## src/hw/rtl/uft_pkg.sv

```systemverilog
// Shared types, opcodes and helpers of the UUID feature table.
package uft_pkg;

    localparam int UFT_MAX_ENTRIES = 16;
    localparam int UFT_KEY_W       = 128;
    localparam int UFT_HALF_W      = 64;
    localparam int UFT_BSUM_W      = 12;
    localparam int UFT_SUM_W       = 17;
    localparam int UFT_CNT_OUT_W   = 5;
    localparam int UFT_IDX_W       = 8;

    localparam logic [1:0] OP_ADD    = 2'd0;
    localparam logic [1:0] OP_REMOVE = 2'd1;
    localparam logic [1:0] OP_GET    = 2'd2;

    typedef struct packed {
        logic [1:0]              opcode;
        logic [UFT_HALF_W-1:0]   uuid_high;
        logic [UFT_HALF_W-1:0]   uuid_low;
        logic [UFT_IDX_W-1:0]    entry_index;
    } t_in;

    typedef struct packed {
        logic                     ok;
        logic [UFT_HALF_W-1:0]    read_high;
        logic [UFT_HALF_W-1:0]    read_low;
        logic [UFT_CNT_OUT_W-1:0] count;
        logic [15:0]              byte_sum;
    } t_out;

    // Sum all 16 bytes of a UUID.
    function automatic logic [UFT_BSUM_W-1:0] key_bytes(input logic [UFT_KEY_W-1:0] key);
        logic [UFT_BSUM_W-1:0] s;
        s = '0;
        for (int b = 0; b < UFT_KEY_W / 8; b++) begin
            s = s + UFT_BSUM_W'(key[b*8 +: 8]);
        end
        return s;
    endfunction

endpackage

```

## src/hw/rtl/uft_ram.sv

```systemverilog
// Generic single-write, single-read synchronous RAM with registered read data.
module uft_ram #(
    parameter int WIDTH = 8,
    parameter int DEPTH = 16,
    localparam int AW   = (DEPTH > 1) ? $clog2(DEPTH) : 1
) (
    input  logic             i_clk,
    input  logic             i_wr_en,
    input  logic [AW-1:0]    i_wr_addr,
    input  logic [WIDTH-1:0] i_wr_data,
    input  logic [AW-1:0]    i_rd_addr,
    output logic [WIDTH-1:0] o_rd_data
);

    logic [WIDTH-1:0] r_mem [DEPTH];
    logic [WIDTH-1:0] r_rd_data;

    // Write port and registered read port
    always_ff @(posedge i_clk) begin
        if (i_wr_en) begin
            r_mem[i_wr_addr] <= i_wr_data;
        end
        r_rd_data <= r_mem[i_rd_addr];
    end

    assign o_rd_data = r_rd_data;

endmodule

```

## src/hw/rtl/uft_seq.sv

```systemverilog
// Operation sequencer: searches, appends and compacts the table held in RAM.
module uft_seq import uft_pkg::*; #(
    parameter int  MAX_ENTRIES = UFT_MAX_ENTRIES,
    localparam int CW = $clog2(MAX_ENTRIES + 1),
    localparam int AW = (MAX_ENTRIES > 1) ? $clog2(MAX_ENTRIES) : 1,
    localparam int IW = (CW > UFT_IDX_W) ? CW : UFT_IDX_W
) (
    input  logic                 i_clk,
    input  logic                 i_rst_n,
    input  logic                 i_valid,
    input  t_in                  i_data,
    output logic                 o_ready,
    output logic                 o_res_valid,
    output t_out                 o_res,
    input  logic                 i_res_ready,
    output logic [AW-1:0]        o_rd_addr,
    input  logic [UFT_KEY_W-1:0] i_rd_data,
    output logic                 o_wr_en,
    output logic [AW-1:0]        o_wr_addr,
    output logic [UFT_KEY_W-1:0] o_wr_data
);

    typedef enum logic [2:0] {
        S_IDLE,
        S_SCAN,
        S_SHIFT,
        S_GET,
        S_GETW,
        S_DONE
    } t_state;

    t_state                r_state, n_state;
    logic [1:0]            r_op, n_op;
    logic [UFT_KEY_W-1:0]  r_key, n_key;
    logic [UFT_IDX_W-1:0]  r_idx, n_idx;
    logic [UFT_BSUM_W-1:0] r_bsum, n_bsum;
    logic [CW-1:0]         r_count, n_count;
    logic [UFT_SUM_W-1:0]  r_sum, n_sum;
    logic [CW-1:0]         r_issue, n_issue;
    logic                  r_pend, n_pend;
    logic [CW-1:0]         r_pend_addr, n_pend_addr;
    logic                  r_ok, n_ok;
    logic [UFT_KEY_W-1:0]  r_rd, n_rd;

    logic                  hit;
    logic                  more;
    logic [CW-1:0]         shift_dst;
    logic                  idx_ok;

    assign hit       = r_pend && (i_rd_data == r_key);
    assign more      = r_issue < r_count;
    assign shift_dst = r_pend_addr - CW'(1);
    assign idx_ok    = IW'(i_data.entry_index) < IW'(r_count);

    // Next-state and RAM port logic
    always_comb begin
        n_state     = r_state;
        n_op        = r_op;
        n_key       = r_key;
        n_idx       = r_idx;
        n_bsum      = r_bsum;
        n_count     = r_count;
        n_sum       = r_sum;
        n_issue     = r_issue;
        n_pend      = r_pend;
        n_pend_addr = r_pend_addr;
        n_ok        = r_ok;
        n_rd        = r_rd;
        o_rd_addr   = r_issue[AW-1:0];
        o_wr_en     = 1'b0;
        o_wr_addr   = shift_dst[AW-1:0];
        o_wr_data   = i_rd_data;

        case (r_state)
            S_IDLE: begin
                if (i_valid) begin
                    n_op    = i_data.opcode;
                    n_key   = {i_data.uuid_high, i_data.uuid_low};
                    n_idx   = i_data.entry_index;
                    n_bsum  = key_bytes({i_data.uuid_high, i_data.uuid_low});
                    n_issue = '0;
                    n_pend  = 1'b0;
                    n_ok    = 1'b0;
                    n_rd    = '0;
                    case (i_data.opcode)
                        OP_ADD, OP_REMOVE: n_state = S_SCAN;
                        OP_GET:            n_state = idx_ok ? S_GET : S_DONE;
                        default:           n_state = S_DONE;
                    endcase
                end
            end
            S_SCAN: begin
                // Issue the next read, compare the one issued last cycle
                n_pend      = more;
                n_pend_addr = r_issue;
                if (more) begin
                    n_issue = r_issue + CW'(1);
                end
                if (hit) begin
                    if (r_op == OP_REMOVE) begin
                        n_issue = r_pend_addr + CW'(1);
                        n_pend  = 1'b0;
                        n_state = S_SHIFT;
                    end else begin
                        n_state = S_DONE;
                    end
                end else if (!r_pend && !more) begin
                    // Not present: append on add if there is room
                    if (r_op == OP_ADD && r_count < CW'(MAX_ENTRIES)) begin
                        o_wr_en   = 1'b1;
                        o_wr_addr = r_count[AW-1:0];
                        o_wr_data = r_key;
                        n_count   = r_count + CW'(1);
                        n_sum     = r_sum + UFT_SUM_W'(r_bsum);
                        n_ok      = 1'b1;
                    end
                    n_state = S_DONE;
                end
            end
            S_SHIFT: begin
                // Read entry i+1, write it back to i in the next cycle
                n_pend      = more;
                n_pend_addr = r_issue;
                if (more) begin
                    n_issue = r_issue + CW'(1);
                end
                if (r_pend) begin
                    o_wr_en = 1'b1;
                end
                if (!r_pend && !more) begin
                    n_count = r_count - CW'(1);
                    n_sum   = r_sum - UFT_SUM_W'(r_bsum);
                    n_ok    = 1'b1;
                    n_state = S_DONE;
                end
            end
            S_GET: begin
                o_rd_addr = r_idx[AW-1:0];
                n_state   = S_GETW;
            end
            S_GETW: begin
                n_ok    = 1'b1;
                n_rd    = i_rd_data;
                n_state = S_DONE;
            end
            S_DONE: begin
                if (i_res_ready) begin
                    n_state = S_IDLE;
                end
            end
            default: n_state = S_IDLE;
        endcase
    end

    // Hold state, table counters and the pending result
    always_ff @(posedge i_clk) begin
        if (!i_rst_n) begin
            r_state <= S_IDLE;
            r_count <= '0;
            r_sum   <= '0;
            r_pend  <= 1'b0;
            r_issue <= '0;
        end else begin
            r_state <= n_state;
            r_count <= n_count;
            r_sum   <= n_sum;
            r_pend  <= n_pend;
            r_issue <= n_issue;
        end
        r_op        <= n_op;
        r_key       <= n_key;
        r_idx       <= n_idx;
        r_bsum      <= n_bsum;
        r_pend_addr <= n_pend_addr;
        r_ok        <= n_ok;
        r_rd        <= n_rd;
    end

    assign o_ready     = (r_state == S_IDLE);
    assign o_res_valid = (r_state == S_DONE);

    always_comb begin
        o_res.ok        = r_ok;
        o_res.read_high = r_rd[UFT_KEY_W-1:UFT_HALF_W];
        o_res.read_low  = r_rd[UFT_HALF_W-1:0];
        o_res.count     = UFT_CNT_OUT_W'(r_count);
        o_res.byte_sum  = r_sum[15:0];
    end

`ifndef SYNTHESIS
    a_count_bound: assert property (@(posedge i_clk) disable iff (!i_rst_n)
        r_count <= CW'(MAX_ENTRIES))
        else $error("entry count above table depth");

    a_count_step: assert property (@(posedge i_clk) disable iff (!i_rst_n)
        ##1 (r_count == $past(r_count) || r_count == $past(r_count) + CW'(1)
             || r_count == $past(r_count) - CW'(1)))
        else $error("entry count moved by more than one");

    a_write_phase: assert property (@(posedge i_clk) disable iff (!i_rst_n)
        o_wr_en |-> (r_state == S_SCAN || r_state == S_SHIFT))
        else $error("RAM write outside scan or shift");

    a_shift_range: assert property (@(posedge i_clk) disable iff (!i_rst_n)
        (r_state == S_SHIFT && r_pend) |-> (r_pend_addr < r_count && r_pend_addr != '0))
        else $error("shift moves an entry outside the table");
`endif

endmodule

```

## src/hw/rtl/uuid_feature_table_top.sv

```systemverilog
// Top level of the UUID feature table: RAM, sequencer and output register.
//
//   channel | direction | handshake          | payload
//   input   | in        | i_valid / o_ready  | i_data (t_in)
//   output  | out       | o_valid / i_ready  | o_data (t_out)
//
// Add scans the table, one entry read per cycle from the single RAM read port.
// Remove scans up to the match at p, then moves each later entry down one slot
// per cycle through the same port. A finished result sits in the output
// register, so the next item is taken while it waits; the sequencer stalls
// only when that register is still full. Synchronous reset empties the table
// (no sweep).
module uuid_feature_table_top import uft_pkg::*; #(
    parameter int MAX_ENTRIES = UFT_MAX_ENTRIES
) (
    input  logic i_clk,
    input  logic i_rst_n,
    input  logic i_valid,
    input  t_in  i_data,
    output logic o_ready,
    output logic o_valid,
    output t_out o_data,
    input  logic i_ready
);

    localparam int AW = (MAX_ENTRIES > 1) ? $clog2(MAX_ENTRIES) : 1;

    logic                 res_valid;
    logic                 res_ready;
    t_out                 res;
    logic [AW-1:0]        rd_addr;
    logic [UFT_KEY_W-1:0] rd_data;
    logic                 wr_en;
    logic [AW-1:0]        wr_addr;
    logic [UFT_KEY_W-1:0] wr_data;
    logic                 r_valid;
    t_out                 r_data;

    uft_ram #(
        .WIDTH (UFT_KEY_W),
        .DEPTH (MAX_ENTRIES)
    ) u_ram (
        .i_clk     (i_clk),
        .i_wr_en   (wr_en),
        .i_wr_addr (wr_addr),
        .i_wr_data (wr_data),
        .i_rd_addr (rd_addr),
        .o_rd_data (rd_data)
    );

    uft_seq #(
        .MAX_ENTRIES (MAX_ENTRIES)
    ) u_seq (
        .i_clk       (i_clk),
        .i_rst_n     (i_rst_n),
        .i_valid     (i_valid),
        .i_data      (i_data),
        .o_ready     (o_ready),
        .o_res_valid (res_valid),
        .o_res       (res),
        .i_res_ready (res_ready),
        .o_rd_addr   (rd_addr),
        .i_rd_data   (rd_data),
        .o_wr_en     (wr_en),
        .o_wr_addr   (wr_addr),
        .o_wr_data   (wr_data)
    );

    // Take a new result when the register is empty or being drained
    assign res_ready = !r_valid || i_ready;

    always_ff @(posedge i_clk) begin
        if (!i_rst_n) begin
            r_valid <= 1'b0;
        end else if (res_valid && res_ready) begin
            r_valid <= 1'b1;
        end else if (i_ready) begin
            r_valid <= 1'b0;
        end
        if (res_valid && res_ready) begin
            r_data <= res;
        end
    end

    assign o_valid = r_valid;
    assign o_data  = r_data;

endmodule

```

## config.mk

```make
export PLATFORM = sky130hd
export DESIGN_NAME = uuid_feature_table_top
export DESIGN_NICKNAME = d
export VERILOG_FILES = /design/src/hw/rtl/uft_pkg.sv /design/src/hw/rtl/uft_ram.sv /design/src/hw/rtl/uft_seq.sv /design/src/hw/rtl/uuid_feature_table_top.sv
export SDC_FILE = /design/constraint.sdc
export NUM_CORES = 2
export LEC_CHECK = 0
export BUFFER_PORTS_ARGS = -buffer_cell sky130_fd_sc_hd__buf_4
export CAP_MARGIN = 40
export CORE_ASPECT_RATIO = 0.9
export CORE_MARGIN = 3
export CORE_UTILIZATION = 60
export DETAILED_ROUTE_END_ITERATION = 10
export PLACE_DENSITY_LB_ADDON = 0.3
export SLEW_MARGIN = 20
export SYNTH_ARGS = -nofsm -noshare
export SYNTH_HDL_FRONTEND = slang
export SYNTH_HIERARCHICAL = 1
export SYNTH_SLANG_ARGS = --single-unit
```

## constraint.sdc

```tcl
create_clock -name i_clk -period 14.9 [get_ports i_clk]
set_input_delay 0.745 -clock i_clk [delete_from_list [all_inputs] [get_ports i_clk]]
set_output_delay 0.745 -clock i_clk [all_outputs]
set_load 0.1 [all_outputs]
```

---- Word-level counts from Yosys, hierarchy flattened ----
Memories as Yosys holds them, arrays and structs flattened. A register that Yosys moved wholly into a read port is not among the register bits.
Index checks and enable logic that the tools add are counted.
storage, ports and cells
  memories ................................ 1
  output and inout port bits .............. 152
  latch bits .............................. 0
  memory bits (read-only) ................. 0
  bits in registers ....................... 462
  input bits .............................. 142
  bits in writable memories ............... 2048
  logic and storage cells ................. 135
memories
  name         depth  bits a word  read ports  clocked after memory_dff  write ports  line           RTL
  u_ram.r_mem  16     128          1           1                         1            uft_ram.sv:15  logic [WIDTH-1:0] r_mem [DEPTH];
operators by class
  bitwise operators ....................... 0
  muxes and demuxes ....................... 52
  div/mod/pow operators ................... 0
  multiply operators ...................... 0
  shifts and indexed selects .............. 0
  add/subtract/negate cells ............... 22
  reductions and logical operators ........ 24
  eq/ne operators ......................... 15
  order comparisons ....................... 3
operators with widths
  operator                                                number
  two-way mux 128 bit                                     5
  case mux 128 bit (2 select lines)                       1
  adder 12 x 8 -> 12 bit                                  14
  == test 128 bit                                         1
  two-way mux 17 bit                                      4
  two-way mux 5 bit                                       8
  case mux 17 bit (2 select lines)                        1
  two-way mux 4 bit                                       5
  two-way mux 3 bit                                       6
  case mux 3 bit (6 select lines)                         1
  adder 17 x 12 -> 17 bit                                 1
  subtractor 17 x 12 -> 17 bit                            1
  adder 5 x 1 -> 5 bit (second input constant)            3
  two-way mux 1 bit                                       15
  case mux 5 bit (3 select lines)                         1
  case mux 5 bit (2 select lines)                         1
  adder 8 x 8 -> 9 bit                                    1
  less-than comparator 8 x 5 -> 1 bit                     1
  inequality test 2 x 1 -> 1 bit (second input constant)  4
  AND reduction 2 bit                                     4
  == test 3 x 2 -> 1 bit (second input constant)          2
  == test 3 bit (second input constant)                   2
  case mux 3 bit (2 select lines)                         1
  AND reduction 6 bit                                     1
  other kinds (21)                                        32

---- Logic depth before layout (Yosys ltp) ----
  depth after elaboration ................. 15
  gate-level depth with buffers ........... 26
  gate-level depth less buffers ........... 26

---- Hierarchy ----
The synthesis kept the hierarchy.
by module, submodules not included
  module                  seq. area each (µm²)  area an instance (µm²)  cells each  times used
  uft_ram                 64061.4               79331.1                 3365        1
  uft_seq                 9008.6                19222.2                 1870        1
  uuid_feature_table_top  4524.3                4561.9                  155         1

---- Worst setup path before layout ----
Ideal clock, no wire load.
  path kind ............................... flip-flop to flip-flop
  from .................................... register u_seq.r_count[1]
  to ...................................... memory u_ram/r_mem[0][0] (netlist name) (enable)
  required time ........................... 14.128 ns
  stages on the path, launching flop included .. 12
  path slack .............................. 2.886 ns
  path buffers ............................ 1
  data arrival time ....................... 11.242 ns
  cell sequence ........................... dfxtp_1 -> inv_1 -> ha_1 -> a21o_1 -> a21o_1 -> a211oi_1 -> nor2_1 -> nand3_1 -> clkbuf_1 -> o21ai_0 -> or3b_2 -> nor3_1
on the way
  elaborated cells between the ends (all ways) .. 15
  classes of those cells .................. 2 x order compare; 10 x mux; 3 x reduce/logical
RTL lines
  item                                                           line                            RTL
  start: declaration                                             uft_seq.sv:37                   logic [CW-1:0] r_count, n_count;
  start signal: assignment                                       uft_seq.sv:165                  r_count <= n_count;
  less-than comparator 5 bit (on tied branches)                  uft_seq.sv:109, uft_seq.sv:51
  logical AND 1 bit / zero test 1 bit (equally long branches)    uft_seq.sv:109, uft_seq.sv:107
  two-way mux 4 bit / logical AND 1 bit (equally long branches)  uft_seq.sv:109, uft_seq.sv:107
  two-way mux 4 bit (*)                                          uft_seq.sv:107                  end else if (!r_pend && !more) begin
  two-way mux 4 bit (*)                                          uft_seq.sv:99                   if (hit) begin
  two-way mux 4 bit (*)                                          uft_seq.sv:74                   case (r_state)
  net wr_addr[2]                                                 uuid_feature_table_top.sv:34    logic [AW-1:0] wr_addr;
  end: declaration                                               uft_ram.sv:15
Mark *: on every way through the listed nets, which the timed path passes. The rest lies on a longest branch.

---- Worst setup path in the final report ----
  from .................................... input port i_data[26] (netlist name)
  to ...................................... register u_seq.r_bsum[10] (data pin)
on the way
  cells in the longest elaborated chain, start to end .. 14
ends and longest elaborated chain
  item                                  line                          RTL
  start: declaration                    uuid_feature_table_top.sv:19  input t_in i_data,
  adder 12 x 8 -> 12 bit (14 in a row)  uft_pkg.sv:36                 s = s + UFT_BSUM_W'(key[b*8 +: 8]);
  end signal: assignment                uft_seq.sv:173                r_bsum <= n_bsum;
  end: declaration                      uft_seq.sv:36                 logic [UFT_BSUM_W-1:0] r_bsum, n_bsum;
No other way between the ends.
A chain may end at the register's enable or synchronous reset.

==> flow_metrics.py <==
metrics = {
    "place": {
        "pre_cts_slack_ns": 8.009,
        "dpl.hpwl_um": 177300,
        "place.gp.congestion": 0.9802,
        "io_buffer_count": 293,
        "dp_cells": 7826,
    },
    "global_route": {
        "grt_overflow": 0,
        "grt_pass1_wl_um": 411500,
        "grt_max_degree": 138,
        "grt_pass1_vias": 55310,
        "grtUsageTotal": 0.3327,
        "antenna_found_initial": 11,
    },
    "hold_path": {
        "hold_class": "primary input to flop",
        "worstHoldStart": "i_data[51]",
    },
    "clock_network": {
        "cts_buffers": 240,
        "cts_max_level": 4,
        "insertion_delay_ns": 0.89,
        "cts_root_buf": "clkbuf_16",
        "cts_buffer_depth": 3,
        "clkSinkCount": 2637,
        "cts_hold_buf": 12,
        "path_clk_slew_ns": 0.07,
        "cts_tree": "done",
        "cts_setup_buffers": 0,
        "ctsResizeCount": 0,
    },
    "drt": {
        "via_per_inst": 6.714,
        "vias": 55860,
        "first_iter_violations": 8450,
        "dr.pass1.iters": 6,
        "wl_per_cell_um": 35.16,
        "antenna_left": 0,
        "routed_wl_um": 292500,
        "drc_errors": 0,
    },
    "yosys": {
        "ys.flop_type": "edfxtp_1",
        "synth_top_area_cell": "edfxtp_1",
        "synth.most_common_cell": "edfxtp_1",
        "synth_edf_count": 2478,
        "synthTopCellsByArea": "edfxtp_1 (72%), mux4_2 (10%), dfxtp_1 (3.1%), fa_1 (2.0%), nand2_1 (1.9%)",
        "synth_area_um2": 103100,
        "ys_top_cells_by_count": "edfxtp_1 (2478), nand2_1 (531), mux4_2 (476), a22oi_1 (222), inv_1 (200)",
        "synthArstFlopShare": 0,
        "ys_types": 73,
        "synth.avg_cell_area_um2": 19.13,
        "ys_ff_latch": 2637,
        "yosysSeqAreaShare": 0.7525,
        "yosys_warnings": 6,
        "synthCells": 5390,
        "synth_nets": 5694,
        "synth_top_area_share": 0.7216,
    },
    "timing": {
        "drv_slew": 0,
        "fin_crit_sh": 0.4218,
        "finalHoldViolations": 0,
        "setup_tns_ns": 0,
        "layout_min_cycle_time_ns": 6.284,
        "tightestPinTransition_ns": 1.172,
        "max_freq_mhz": 159.1,
        "setup_ws_ns": 8.616,
        "clock_skew_ns": 0.05310,
        "rsz0062_at_grt": "false",
        "setup_violations": 0,
        "relSlewSlack": 0.2187,
    },
    "floorplan": {
        "die-area_um2": 176900,
        "die_h_um": 399.3,
        "num_rows": 143,
        "io_pins": 294,
        "start_util": 0.6073,
        "core_area_um2": 169800,
        "die_w_um": 443.0,
    },
    "setup_path": {
        "arrival_ns": 6.92,
        "cp_slowest_cell": "fa_1",
        "critPathRequiredTime_ns": 15.54,
        "worst_setup_path_start_kind": "primary input",
        "rrSetupSlack_ns": 9.05,
        "path_class": "primary input to flop",
        "cp_top_family": "adder cells",
        "end_kind": "flop",
        "path_cells": "dlygate4sd3_1 -> buf_4 -> inv_1 -> fa_1 -> inv_1 -> fa_1 -> fa_1 -> fa_1 -> inv_1 -> fa_1 -> fa_1 -> inv_1 -> ha_1 -> inv_1 -> fa_1 -> nor2b_1 -> o21ai_0 -> a21boi_0 -> o21a_1 -> o21ai_0 -> nand2b_1 -> a21oi_1 -> xnor2_1",
        "r2r_start": "u_seq/r_count[1]",
        "path_buf_inv": 7,
        "crit_fanout": 2,
        "crit_path_frequent_cell": "fa_1",
        "cpPeakStageDelay_ns": 0.76,
        "critPathLaunch": "i_data[26]",
    },
    "job": {
        "max_cap_viol_count": 0,
    },
    "cells_and_area": {
        "final_core_util": 0.6908,
        "area.growth.synth_to_final_pct": 13.76,
        "fillers": 10110,
        "drive_above_1_share": 0.2257,
        "finalNetCount": 6151,
        "fin_cells": 8319,
    },
    "power_and_ir_drop": {
        "p_leak_nw": 39.23,
        "power.density_nw_per_um2": 151.2,
        "peakVddDrop_mv": 0.2639,
    },
    "status": {
        "status": "complete, no violations",
    },
}
[flip-flops by register name, indices dropped and copies added, names as in the netlist]
signal and count:
u_seq/r_key 128, u_seq/r_bsum 12, u_seq/r_idx 4, o_valid 1, u_seq/r_pend 1, u_seq/r_issue 5
u_seq/r_pend_addr 5, u_ram/r_mem 2048, u_ram/o_rd_data 128, u_seq/r_state 3, u_seq/r_rd 128, u_seq/r_ok 1
u_seq/r_sum 16, u_seq/r_op 2, u_seq/r_count 5, o_data 150
[per-stage QoR]
step	hold slack (ns)	power (mW)	area, um2
5_1_grt	0.02123	18.31	117300
3_5_place_dp	0.4045	11.49	108800
4_1_cts	0.00001760	17.71	117000
3_3_place_gp	0.4006	11.43	108000
6_report	0.04663	17.73	117300
2_1_floorplan	0.4003	10.61	103100
[placed cells by master, fill, tap and decap left out, types with 19 or more instances in the layout]
cell,n
o21ai_0,36
o211ai_1,21
buf_4,395
xnor2_1,83
nor2_1,45
bufinv_16,25
buf_16,25
ha_1,58
nor4_1,29
nand2_1,531
and3_1,119
clkbuf_1,51
mux4_2,476
o22ai_1,19
xor2_1,47
a211oi_1,25
clkbuf_16,241
clkbuf_8,29
nand4_1,43
clkinv_2,56
nor2b_1,50
mux2i_1,85
a21oi_1,71
dfxtp_1,158
clkinv_1,31
nand2b_1,43
edfxtp_1,2478
inv_1,200
a22oi_1,222
fa_1,104
[worst reg2reg max path, stage by stage (launching register included)]
cell and delay, ns:
dfxtp_1 0.41, inv_1 0.12, ha_1 0.31, a21o_1 0.16
a21o_1 0.19, a211oi_1 0.40, nor2_1 0.21, nand3_4 0.32
nor2_1 0.08, a21oi_1 0.54, nand2b_1 0.44, nor2_4 0.81
buf_4 0.69, buf_4 0.78
[per-layer routing]
metal,global-route usage,vias to the layer above,part of all wire
li1,-,22250,-
met4,0.2155,8,0.078
met1,0.4327,28640,0.34
met3,0.07999,809,0.12
met5,0,-,0.00017
met2,0.5109,4149,0.47
[power by group]
part | switching (mW) | leakage (nW) | total (mW) | internal (mW)
registers | 0.218 | 23.9 | 8.73 | 8.52
logic | 1.69 | 11.4 | 2.71 | 1.01
clock network | 2.73 | 3.97 | 6.29 | 3.56
[logic make-up (layout without fill, tap and decap cells)]
logic type / Yosys count / count (layout) / share of synthesized area
flops: 2637 / 2637 / 0.7525
simple gates: 988 / 988 / 0.04636
mux: 566 / 566 / 0.1128
compound gates: 460 / 460 / 0.03089
buf+inv: 447 / 1123 / 0.01921
fa+ha+maj: 162 / 162 / 0.02723
xor+xnor: 130 / 130 / 0.01104
other cells: 0 / 6 / 0
[path summary, 6_finish.rpt]
kind / end / cells after the start
worst min-delay path: u_seq/r_key[43] / 1
worst min register to register: o_data[60] / 0
worst max-delay path: u_seq/r_bsum[10] / 23
worst max register to register: u_ram/r_mem[13][70] / 13
[layout make-up]
| class | instances | area, um2 | area share |
|---|---|---|---|
| Antenna cell | 6 | 15.01 | 0.0001280 |
| Clock buffer | 321 | 6621 | 0.05645 |
| Clock inverter | 140 | 1509 | 0.01286 |
| Inverter | 203 | 762.0 | 0.006496 |
| Multi-Input combinational cell | 2306 | 23790 | 0.2028 |
| Sequential cell | 2637 | 77600 | 0.6615 |
| Tap cell | 2247 | 2811 | 0.02397 |
| Timing Repair Buffer | 459 | 4199 | 0.03580 |
Power figures use the tool's default switching activity.
